--- config.mk ---
export PLATFORM = sky130hd
export DESIGN_NAME = peak_trough_detector
export DESIGN_NICKNAME = d
export VERILOG_FILES = /design/src/hw/rtl/ptd_pkg.sv /design/src/hw/rtl/ptd_decide.sv /design/src/hw/rtl/ptd_out_stage.sv /design/src/hw/rtl/peak_trough_detector.sv
export SDC_FILE = /design/constraint.sdc
export NUM_CORES = 1
export LEC_CHECK = 0
export BUFFER_PORTS_ARGS = -buffer_cell sky130_fd_sc_hd__clkbuf_2
export CAP_MARGIN = 30
export CORE_MARGIN = 2
export CORE_UTILIZATION = 30
export DETAILED_ROUTE_END_ITERATION = 10
export PLACE_DENSITY = 0.47
export SLEW_MARGIN = 20
export SYNTH_ARGS = -nofsm -noshare
export SYNTH_HDL_FRONTEND = slang
export SYNTH_SLANG_ARGS = --single-unit
--- constraint.sdc ---
create_clock -name aclk -period 8.77 [get_ports aclk]
set_input_delay 1.754 -clock aclk [delete_from_list [all_inputs] [get_ports aclk]]
set_output_delay 1.754 -clock aclk [all_outputs]
set_load 0.05 [all_outputs]
--- src/hw/rtl/ptd_pkg.sv ---
package ptd_pkg;

    localparam int SAMPLE_BITS = 16;
    localparam int INDEX_BITS  = 16;
    localparam int THRESH_BITS = 15;
    localparam int ORD_BITS    = 16;
    localparam int CMP_BITS    =
        ((SAMPLE_BITS > THRESH_BITS) ? SAMPLE_BITS : THRESH_BITS) + 2;

    localparam logic [THRESH_BITS-1:0] THRESH_RESET = THRESH_BITS'(1024);

    localparam logic KIND_PEAK   = 1'b0;
    localparam logic KIND_TROUGH = 1'b1;

    typedef enum logic [1:0] {
        MODE_UNDECIDED = 2'd0,
        MODE_RISING    = 2'd1,
        MODE_FALLING   = 2'd2
    } ptd_mode_t;

    typedef struct packed {
        ptd_mode_t               mode;
        logic                    started;
        logic signed [SAMPLE_BITS-1:0] max_level;
        logic [INDEX_BITS-1:0]   max_position;
        logic signed [SAMPLE_BITS-1:0] min_level;
        logic [INDEX_BITS-1:0]   min_position;
        logic [INDEX_BITS-1:0]   sample_count;
        logic [ORD_BITS-1:0]     peak_total;
        logic [ORD_BITS-1:0]     trough_total;
    } ptd_state_t;

    typedef struct packed {
        logic                          kind;
        logic [INDEX_BITS-1:0]         position;
        logic signed [SAMPLE_BITS-1:0] level;
        logic [ORD_BITS-1:0]           ordinal;
    } ptd_result_t;

    localparam ptd_state_t STATE_CLEAR = '{
        mode: MODE_UNDECIDED,
        started: 1'b0,
        max_level: '0,
        max_position: '0,
        min_level: '0,
        min_position: '0,
        sample_count: '0,
        peak_total: '0,
        trough_total: '0
    };

endpackage

--- src/hw/rtl/ptd_decide.sv ---
module ptd_decide
    import ptd_pkg::*;
(
    input  ptd_state_t                    state,
    input  logic signed [SAMPLE_BITS-1:0] sample,
    input  logic                          last,
    input  logic [THRESH_BITS-1:0]        threshold,
    output ptd_state_t                    state_next,
    output logic                          res_valid,
    output ptd_result_t                   result
);

    logic signed [CMP_BITS-1:0] x_w;
    logic signed [CMP_BITS-1:0] mx_w;
    logic signed [CMP_BITS-1:0] mn_w;
    logic signed [CMP_BITS-1:0] e_w;
    logic signed [SAMPLE_BITS-1:0] mx;
    logic signed [SAMPLE_BITS-1:0] mn;
    logic [INDEX_BITS-1:0] mxp;
    logic [INDEX_BITS-1:0] mnp;
    logic [INDEX_BITS-1:0] idx;
    logic fall_ok;
    logic rise_ok;
    logic max_le;
    logic min_ge;
    ptd_state_t s;

    assign idx = state.sample_count;
    assign mx  = state.started ? state.max_level    : sample;
    assign mn  = state.started ? state.min_level    : sample;
    assign mxp = state.started ? state.max_position : idx;
    assign mnp = state.started ? state.min_position : idx;

    assign x_w  = CMP_BITS'(sample);
    assign mx_w = CMP_BITS'(mx);
    assign mn_w = CMP_BITS'(mn);
    assign e_w  = $signed({{(CMP_BITS-THRESH_BITS){1'b0}}, threshold});

    assign fall_ok = (mx_w - x_w) >= e_w;
    assign rise_ok = (x_w - mn_w) >= e_w;
    assign max_le  = mx <= sample;
    assign min_ge  = sample <= mn;

    always_comb begin
        s              = state;
        s.started      = 1'b1;
        s.max_level    = mx;
        s.max_position = mxp;
        s.min_level    = mn;
        s.min_position = mnp;
        res_valid      = 1'b0;
        result         = '{kind: KIND_PEAK, position: mxp, level: mx,
                           ordinal: state.peak_total};
        case (state.mode)
            MODE_RISING: begin
                if (max_le) begin
                    s.max_level    = sample;
                    s.max_position = idx;
                end else if (fall_ok) begin
                    res_valid      = 1'b1;
                    if (state.peak_total != '1) begin
                        s.peak_total = state.peak_total + 1'b1;
                    end
                    s.min_level    = sample;
                    s.min_position = idx;
                    s.mode         = MODE_FALLING;
                end
            end
            MODE_FALLING: begin
                result = '{kind: KIND_TROUGH, position: mnp, level: mn,
                           ordinal: state.trough_total};
                if (min_ge) begin
                    s.min_level    = sample;
                    s.min_position = idx;
                end else if (rise_ok) begin
                    res_valid      = 1'b1;
                    if (state.trough_total != '1) begin
                        s.trough_total = state.trough_total + 1'b1;
                    end
                    s.max_level    = sample;
                    s.max_position = idx;
                    s.mode         = MODE_RISING;
                end
            end
            default: begin
                if (fall_ok) begin
                    s.mode = MODE_FALLING;
                end else if (rise_ok) begin
                    s.mode = MODE_RISING;
                end
                if (max_le) begin
                    s.max_level    = sample;
                    s.max_position = idx;
                end else if (min_ge) begin
                    s.min_level    = sample;
                    s.min_position = idx;
                end
            end
        endcase
        s.sample_count = idx + 1'b1;
        state_next = last ? STATE_CLEAR : s;
    end

endmodule

--- src/hw/rtl/ptd_out_stage.sv ---
module ptd_out_stage
    import ptd_pkg::*;
(
    input  logic        aclk,
    input  logic        aresetn,
    input  logic        load,
    input  ptd_result_t result,
    input  logic        m_ready,
    output logic        busy,
    output logic        m_valid,
    output ptd_result_t m_result
);

    logic        valid_reg;
    logic        valid_next;
    ptd_result_t result_reg;

    assign busy       = valid_reg && !m_ready;
    assign valid_next = load || busy;

    always_ff @(posedge aclk) begin
        if (!aresetn) begin
            valid_reg <= 1'b0;
        end else begin
            valid_reg <= valid_next;
        end
    end

    always_ff @(posedge aclk) begin
        if (load) begin
            result_reg <= result;
        end
    end

    assign m_valid  = valid_reg;
    assign m_result = result_reg;

endmodule

--- src/hw/rtl/peak_trough_detector.sv ---
// Hysteresis peak and trough detector. Takes one signed sample per cycle and
// reports each confirmed extremum as one result (kind, position, level,
// ordinal). A request is held in an input register and decided there against
// the tracked maximum, minimum and mode; a result is on m_ in the cycle after
// the decision. Throughput is one sample per cycle; a sample that confirms
// an extremum waits in the input register while the output register still
// holds an untaken result. A sample flagged last is processed normally and
// then clears mode, extrema, index and counts. threshold resets to 1024; the
// user must write it only while no sample is in flight (not enforced here).
module peak_trough_detector
    import ptd_pkg::*;
(
    input  logic                          aclk,
    input  logic                          aresetn,
    input  logic                          threshold_wr_en,
    input  logic [THRESH_BITS-1:0]        threshold_wr_data,
    input  logic                          s_valid,
    output logic                          s_ready,
    input  logic signed [SAMPLE_BITS-1:0] s_sample,
    input  logic                          s_last,
    output logic                          m_valid,
    input  logic                          m_ready,
    output logic                          m_kind,
    output logic [INDEX_BITS-1:0]         m_position,
    output logic signed [SAMPLE_BITS-1:0] m_level,
    output logic [ORD_BITS-1:0]           m_ordinal
);

    logic                          in_valid_reg;
    logic                          in_valid_next;
    logic signed [SAMPLE_BITS-1:0] in_sample_reg;
    logic                          in_last_reg;
    logic [THRESH_BITS-1:0]        threshold_reg;
    ptd_state_t                    state_reg;
    ptd_state_t                    state_next;
    logic                          res_valid;
    ptd_result_t                   result;
    ptd_result_t                   m_result;
    logic                          out_busy;
    logic                          advance;
    logic                          load;

    ptd_decide u_decide (
        .state      (state_reg),
        .sample     (in_sample_reg),
        .last       (in_last_reg),
        .threshold  (threshold_reg),
        .state_next (state_next),
        .res_valid  (res_valid),
        .result     (result)
    );

    // advance unless a result must go into a held output register
    assign advance       = in_valid_reg && !(res_valid && out_busy);
    assign load          = advance && res_valid;
    assign s_ready       = !in_valid_reg || advance;
    assign in_valid_next = (s_valid && s_ready) || (in_valid_reg && !advance);

    always_ff @(posedge aclk) begin
        if (!aresetn) begin
            in_valid_reg  <= 1'b0;
            threshold_reg <= THRESH_RESET;
            state_reg     <= STATE_CLEAR;
        end else begin
            in_valid_reg <= in_valid_next;
            if (threshold_wr_en) begin
                threshold_reg <= threshold_wr_data;
            end
            if (advance) begin
                state_reg <= state_next;
            end
        end
    end

    always_ff @(posedge aclk) begin
        if (s_valid && s_ready) begin
            in_sample_reg <= s_sample;
            in_last_reg   <= s_last;
        end
    end

    ptd_out_stage u_out (
        .aclk     (aclk),
        .aresetn  (aresetn),
        .load     (load),
        .result   (result),
        .m_ready  (m_ready),
        .busy     (out_busy),
        .m_valid  (m_valid),
        .m_result (m_result)
    );

    assign m_kind     = m_result.kind;
    assign m_position = m_result.position;
    assign m_level    = m_result.level;
    assign m_ordinal  = m_result.ordinal;

    a_last_clears: assert property (@(posedge aclk) disable iff (!aresetn)
        advance && in_last_reg |=> state_reg == STATE_CLEAR)
        else $error("state not cleared after last sample");

    a_result_needs_mode: assert property (@(posedge aclk) disable iff (!aresetn)
        load |-> state_reg.mode != MODE_UNDECIDED)
        else $error("result issued while undecided");

    a_no_overwrite: assert property (@(posedge aclk) disable iff (!aresetn)
        m_valid && !m_ready |-> !load)
        else $error("held result overwritten");

    a_unstarted_undecided: assert property (@(posedge aclk) disable iff (!aresetn)
        !state_reg.started |-> state_reg.mode == MODE_UNDECIDED
            && state_reg.sample_count == '0)
        else $error("record state active before first sample");

    a_result_loads_output: assert property (@(posedge aclk) disable iff (!aresetn)
        load |=> m_valid)
        else $error("confirmed extremum did not reach output");

endmodule
* Word level (Yosys, flattened, before mapping)
Index checks and enable logic that the tools add are counted.
Word-level totals: bits in registers 198, input port bits 37, output and inout bits 51, word-level logic and storage cells 91
Cells by class: add/subtract/negate cells 5, order comparisons 4, equality and inequality tests 9, multiplexer cells 33, reduce and logical (&&, ||, !) cells 22
Operators with widths (number):
- $mux 32 | 7
- $mux 16 | 12
- $pmux 64 s2 | 1
- $mux 115 | 1
- $mux 49 | 1
- $add 16x1->16 const B | 3
- $ge 18x16->1 | 2
- $sub 16x16->17 | 2
- $le 16x16->1 | 2
- $ne 16x16->1 const B | 2
- $reduce_bool 2->1 | 6
- $mux 2 | 5
- $reduce_and 5->1 | 2
- $logic_and 1x1->1 | 6
- $ne 3x3->1 const B | 2
- $logic_not 1->1 | 4
- $mux 1 | 4
- $ne 2x2->1 const B | 2
- $pmux 2 s2 | 1
- $reduce_and 4->1 | 1
- $logic_or 1x1->1 | 3
- $ne 3x2->1 const B | 1
- $eq 2x1->1 const B | 1
- $eq 2x2->1 const B | 1
- $pmux 1 s2 | 1

* Depth between registers and ports, before layout
word-level depth 12, depth in mapped cells 29, gate-level depth less buffers 25

* Hierarchy
From an unflattened synthesis, not the netlist that was laid out.
Second synthesis, totals: cells, all modules 1557, area, all modules 13464.2 sq um
By module, submodules not included:
- ptd_decide | times used 1, cells an instance 933, area an instance 6254.7 sq um, sequential area each 0.0 sq um
- peak_trough_detector | times used 1, cells an instance 572, area an instance 5696.7 sq um, sequential area each 3133.0 sq um
- ptd_out_stage | times used 1, cells an instance 52, area an instance 1512.7 sq um, sequential area each 1491.4 sq um

* Least setup slack after synthesis
No wires, ideal clock.
kind reg-to-reg, start reg state_reg[112] (netlist name), end reg u_out.result_reg (netlist bit u_out.m_result[0]), enable pin, library setup time 532 ps, arrival time 8564 ps, data required time 8238 ps, setup slack -326 ps, stages on the path, launching flop included 28, path buffers 4, clock period less this slack 9096 ps, path through dfxtp_1 -> clkbuf_1 -> clkbuf_1 -> nand2_1 -> nand2_1 -> inv_1 -> ha_1 -> fa_1 -> nand2b_1 -> a211oi_1 -> o211ai_1 -> a21boi_0 -> o21a_1 -> nor2_1 -> o21bai_1 -> a21oi_1 -> xnor2_1 -> ha_1 -> nand2_1 -> a21oi_1 -> a211oi_1 -> a21boi_0 -> a311o_1 -> o31a_1 -> buf_2 -> o211ai_2 -> clkbuf_1 -> a211oi_1
Between the ends: longest elaborated chain between the ends 10, elaborated cells between the ends (all ways) 17, those cells by class add/sub (2); order compare (4); mux (7); reduce/logical (4)
Ends and longest elaborated chain:
- start: declaration | line peak_trough_detector.sv:34 | ptd_state_t state_reg;
- start signal: assignment | line peak_trough_detector.sv:70 | state_reg <= state_next;
- $mux 16 (on tied branches) | line ptd_decide.sv:30, ptd_decide.sv:29
- $sub 16x16->17 (on tied branches) | line ptd_decide.sv:40, ptd_decide.sv:39
- $ge 18x16->1 (on tied branches) | line ptd_decide.sv:40, ptd_decide.sv:39
- $mux 1 (on tied branches) | line ptd_decide.sv:75, ptd_decide.sv:59
- $mux 1 (on tied branches) | line ptd_decide.sv:72, ptd_decide.sv:56
- $pmux 1 s2 (*) | line ptd_decide.sv:54 | case (state.mode)
- $logic_and 1x1->1 | line peak_trough_detector.sv:54 | assign advance = in_valid_reg && !(res_valid && out_busy);
- $logic_not 1->1 | line peak_trough_detector.sv:54
- $logic_and 1x1->1 | line peak_trough_detector.sv:54
- $logic_and 1x1->1 (*) | line peak_trough_detector.sv:55 | assign load = advance && res_valid;
- named net load | line peak_trough_detector.sv:41 | logic load;
- end signal: assignment | line ptd_out_stage.sv:31 | result_reg <= result;
- end: declaration | line ptd_out_stage.sv:16 | ptd_result_t result_reg;
The timed path passes the listed nets; every way through them passes the cells marked *. A chain may end at the register's enable or synchronous reset.

* Worst setup path after layout
start reg state_reg[112] (netlist name), end out s_ready
Between the ends: longest elaborated chain between the ends 10, elaborated cells between the ends (all ways) 17, those cells by class add/sub (2); order compare (4); mux (7); reduce/logical (4)
Ends and longest elaborated chain:
- $mux 16 (on tied branches) | line ptd_decide.sv:30, ptd_decide.sv:29
- $sub 16x16->17 (on tied branches) | line ptd_decide.sv:40, ptd_decide.sv:39
- $ge 18x16->1 (on tied branches) | line ptd_decide.sv:40, ptd_decide.sv:39
- $mux 1 (on tied branches) | line ptd_decide.sv:75, ptd_decide.sv:59
- $mux 1 (on tied branches) | line ptd_decide.sv:72, ptd_decide.sv:56
- $pmux 1 s2 (*) | line ptd_decide.sv:54
- $logic_and 1x1->1 (*) | line peak_trough_detector.sv:54
- $logic_not 1->1 (*) | line peak_trough_detector.sv:54
- $logic_and 1x1->1 (*) | line peak_trough_detector.sv:54
- $logic_or 1x1->1 (*) | line peak_trough_detector.sv:56 | assign s_ready = !in_valid_reg || advance;
- end: declaration | line peak_trough_detector.sv:18 | output logic s_ready,
Mark *: on every way between the ends. The rest lies on a longest branch, timed or not.

==> metrics.yaml <==
min_path_type: "flip-flop to flip-flop"
final_hpwl_from_detailed_placement_um: 22600
drtIter0Drc: 660
worst_hold_startpoint: "state_reg[72]$_SDFFE_PN0P_"
io_buffer_count: 87
p_sw_frac: 0.342
drt_drc_violations_left: 0
core.rowCount: 70
top_level_ports: 88
drv_slew: 0
sequentialPowerShare: 0.401
design.final.nets: 1350
synth_commonest_cells: "sky130_fd_sc_hd__dfxtp_1 (132), sky130_fd_sc_hd__a21oi_1 (105), sky130_fd_sc_hd__nor2_1 (93), sky130_fd_sc_hd__ha_1 (69), sky130_fd_sc_hd__nand2_1 (67)"
worst-setup-path-type: "flip-flop to output pin"
timing.critical_path.from_type: "flip-flop"
fin_worst_skew_ns: 0.0163
tritoncts.num_buffers: 17
clock-sinks: 198
gate_count_of_the_mapped_netlist: 1184
flow.area_growth_from_synthesis_pct: 14.3
gp_congestion: 0.865
period_needed_ns: 7.89
synthDominantCellAreaShare: 0.237
synthDominantAreaCellType: "sky130_fd_sc_hd__dfxtp_1"
critical_path.reg2reg.startpoint: "state_reg[112]$_SDFFE_PN0P_"
setup_viol: 0
proportion_of_synthesized_chip_area_in_sequential_cells: 0.415
post_synth_main_area_contributors: "sky130_fd_sc_hd__dfxtp_1 (24%), sky130_fd_sc_hd__edfxtp_1 (18%), sky130_fd_sc_hd__ha_1 (7.7%), sky130_fd_sc_hd__mux2i_1 (5.2%), sky130_fd_sc_hd__a21oi_1 (4.7%)"
whs_path_depth: 1
synth.cell_area_sq_mm: 0.0111
max_slew_margin: 0.348
r2r.worst_path.cells: 24
yosysWarningCount: 0
internal_power_mw: 1.63
num_vias: 9337
route.antenna.remaining_nets: 0
clock_power_share: 0.327
ff_latch_area_sq_mm: 0.00463
synthDistinctLibCells: 71
syn-num-nets: 1292
cts-root-to-sink-buffers: 2
n_fill_cell: 3743
crit_arrival_ns: 6.13
grt_first_pass_wirelength_um: 50700
clock_tree_from_tritoncts: "built"
floorplan.die.height_um: 197
num_antenna_cells: 0
portion_of_the_clock_cycle_consumed_by_the_worst_path_in_the_final_layout: 0.899
power.static_leakage_nw: 4.83
drive_gt1_frac: 0.137
asyncSetResetFlopFracSynth: 0
peakVddDrop_uv: 147
hold_path_end: "state_reg[72]$_SDFFE_PN0P_"
crit_fanout: 40
vias_in_the_first_global_route: 8836
grtUsageTotal: 0.169
cts_resized: 0
p_comb_frac: 0.273
clk-insertion-delay-late_ns: 0.46
ff2ff_setup_slack_ns: 1.89
synth-edff-count: 66
area_of_the_multi_input_gates_sq_mm: 0.00612
drt_pre_antenna_iters: 5
worst_slew_pin_slew_ns: 0.978
crit_required_ns: 7.02
globalRouteOverflowTotal: 0
routed_via_density: 5.42
drt-wirelength-per-cell_um: 18.8
worst_setup_path_end_kind: "output pin"
floorplan.core_area_sq_mm: 0.0366
grt_start_max_net_pins: 41
yosysMostFrequentCell: "sky130_fd_sc_hd__dfxtp_1"
detail_route.wirelength_um: 32300
rsz0062_at_grt: "false"
die_width_um: 197
design.die.area_sq_mm: 0.0387
max_freq_mhz: 127
count_of_endpoints_failing_hold_in_the_final_timing_report: 0
final.setup.tns_ns: 0
post_synth.cell_area_avg_sq_um: 9.42
synth_seq_cells: 198
predominant_post_synthesis_flop_cell: "sky130_fd_sc_hd__dfxtp_1"
largest_register_ff_count: 115
cts.root.buffer_cell: "sky130_fd_sc_hd__clkbuf_16"
post_cts.repair.setup_buffers: 0
crit-reg2reg-capture: "state_reg[56]$_SDFFE_PN0P_"
pwr_density_cell_mw_per_mm2: 195
grt_antenna_before_repair: 0
clk_transition_reported_paths_ns: 0.08
run_status: "finished clean"
initial_core_utilization: 0.305
drv_cap: 0
share_of_the_core_filled_with_cells_in_the_final_layout: 0.348
cts-htree-levels: 4
p_sw_uw: 849
cts_hold_buffers: 0
per-stage QoR:
stage	instances	setup WS (ns)	total power [mW]	hold WS, ns	instance area (sq um)
6_report	1723	0.882	2.48	0.467	12700
2_1_floorplan	1184	1.40	1.50	0.432	11200
5_1_grt	1723	0.406	2.62	0.487	12700
4_1_cts	1721	0.873	2.50	0.470	12700
3_5_place_dp	1689	1.41	1.68	0.447	12100
3_3_place_gp	1687	1.53	1.68	0.445	12100
worst max path at each step:
stage | start | end | cells after the start
after floorplan | state_reg[112]$_SDFFE_PN0P_ | u_out.m_result[0]$_DFFE_PP_ | 27
after global placement | state_reg[112]$_SDFFE_PN0P_ | s_ready | 22
after detailed placement | state_reg[112]$_SDFFE_PN0P_ | s_ready | 22
after CTS | state_reg[112]$_SDFFE_PN0P_ | s_ready | 22
after global routing | state_reg[112]$_SDFFE_PN0P_ | s_ready | 22
final | state_reg[112]$_SDFFE_PN0P_ | s_ready | 22
cell usage in the layout (no fill, tap or decap), types with 12 or more instances in the layout:
cell type / instances
sky130_fd_sc_hd__o31ai_1: 13
sky130_fd_sc_hd__edfxtp_1: 66
sky130_fd_sc_hd__a22o_1: 44
sky130_fd_sc_hd__clkbuf_2: 87
sky130_fd_sc_hd__xnor2_1: 20
sky130_fd_sc_hd__nand3b_1: 13
sky130_fd_sc_hd__nand4_1: 21
sky130_fd_sc_hd__and3_1: 20
sky130_fd_sc_hd__nand2_1: 67
sky130_fd_sc_hd__a31oi_1: 12
sky130_fd_sc_hd__a21oi_1: 103
sky130_fd_sc_hd__ha_1: 68
sky130_fd_sc_hd__buf_4: 15
sky130_fd_sc_hd__a22oi_1: 16
sky130_fd_sc_hd__nand3_1: 38
sky130_fd_sc_hd__o21ai_0: 50
sky130_fd_sc_hd__o2bb2ai_1: 19
sky130_fd_sc_hd__mux2_2: 17
sky130_fd_sc_hd__mux2i_1: 58
sky130_fd_sc_hd__nor4_1: 14
sky130_fd_sc_hd__inv_1: 54
sky130_fd_sc_hd__nand2b_1: 13
sky130_fd_sc_hd__dfxtp_1: 131
sky130_fd_sc_hd__clkbuf_16: 17
sky130_fd_sc_hd__a21o_1: 16
sky130_fd_sc_hd__nor2_1: 92
cells by family after synthesis:
family / synth area share
adders and majority gates: 0.0810
and+or+nand+nor: 0.155
xor gates and xnor gates: 0.0204
DFF: 0.415
buffers and inverters: 0.0430
AOI/OAI and AO/OA: 0.217
muxes: 0.0692
power by group through the flow:
stage / combinational [mW] / sequential (mW) / clock, mW
finish: 0.677 / 0.994 / 0.810
global route: 0.753 / 0.997 / 0.872
CTS: 0.673 / 0.993 / 0.838
detailed placement: 0.669 / 1.01 / 0
global placement: 0.666 / 1.01 / 0
floorplan: 0.490 / 1.00 / 0
area by class of cell:
cell class              instances  area share
flip-flops and latches        198       0.363
repair buffers                106      0.0483
clock buffers                  18      0.0337
clock inverters                14      0.0125
inverters                      55      0.0162
multi-input cells             864       0.480
well taps                     468      0.0460
worst max-delay path, cell delays in order, from the launching register on:
cell and delay (ns):
sky130_fd_sc_hd__dfxtp_2 0.86, sky130_fd_sc_hd__buf_4 0.42, sky130_fd_sc_hd__o21ai_0 0.22, sky130_fd_sc_hd__ha_1 0.41
sky130_fd_sc_hd__nand2_1 0.11, sky130_fd_sc_hd__a211oi_1 0.33, sky130_fd_sc_hd__o211ai_1 0.21, sky130_fd_sc_hd__a21boi_0 0.27
sky130_fd_sc_hd__o21a_1 0.15, sky130_fd_sc_hd__nor2_1 0.05, sky130_fd_sc_hd__o21bai_1 0.13, sky130_fd_sc_hd__a21oi_1 0.09
sky130_fd_sc_hd__xnor2_1 0.14, sky130_fd_sc_hd__ha_1 0.31, sky130_fd_sc_hd__nand2_1 0.08, sky130_fd_sc_hd__a21oi_1 0.04
sky130_fd_sc_hd__a211oi_1 0.23, sky130_fd_sc_hd__a21boi_0 0.23, sky130_fd_sc_hd__a311o_1 0.23, sky130_fd_sc_hd__o31a_1 0.46
sky130_fd_sc_hd__o21ai_0 0.21, sky130_fd_sc_hd__nand2_1 0.15, sky130_fd_sc_hd__clkbuf_2 0.29
per-layer routing:
metal	track usage	part of all wire
met1	0.242	0.50
met2	0.260	0.45
met3	0.0301	0.043
met5	0	0
met4	0.0498	0.013
No activity file was read; power rests on OpenSTA's default activity.
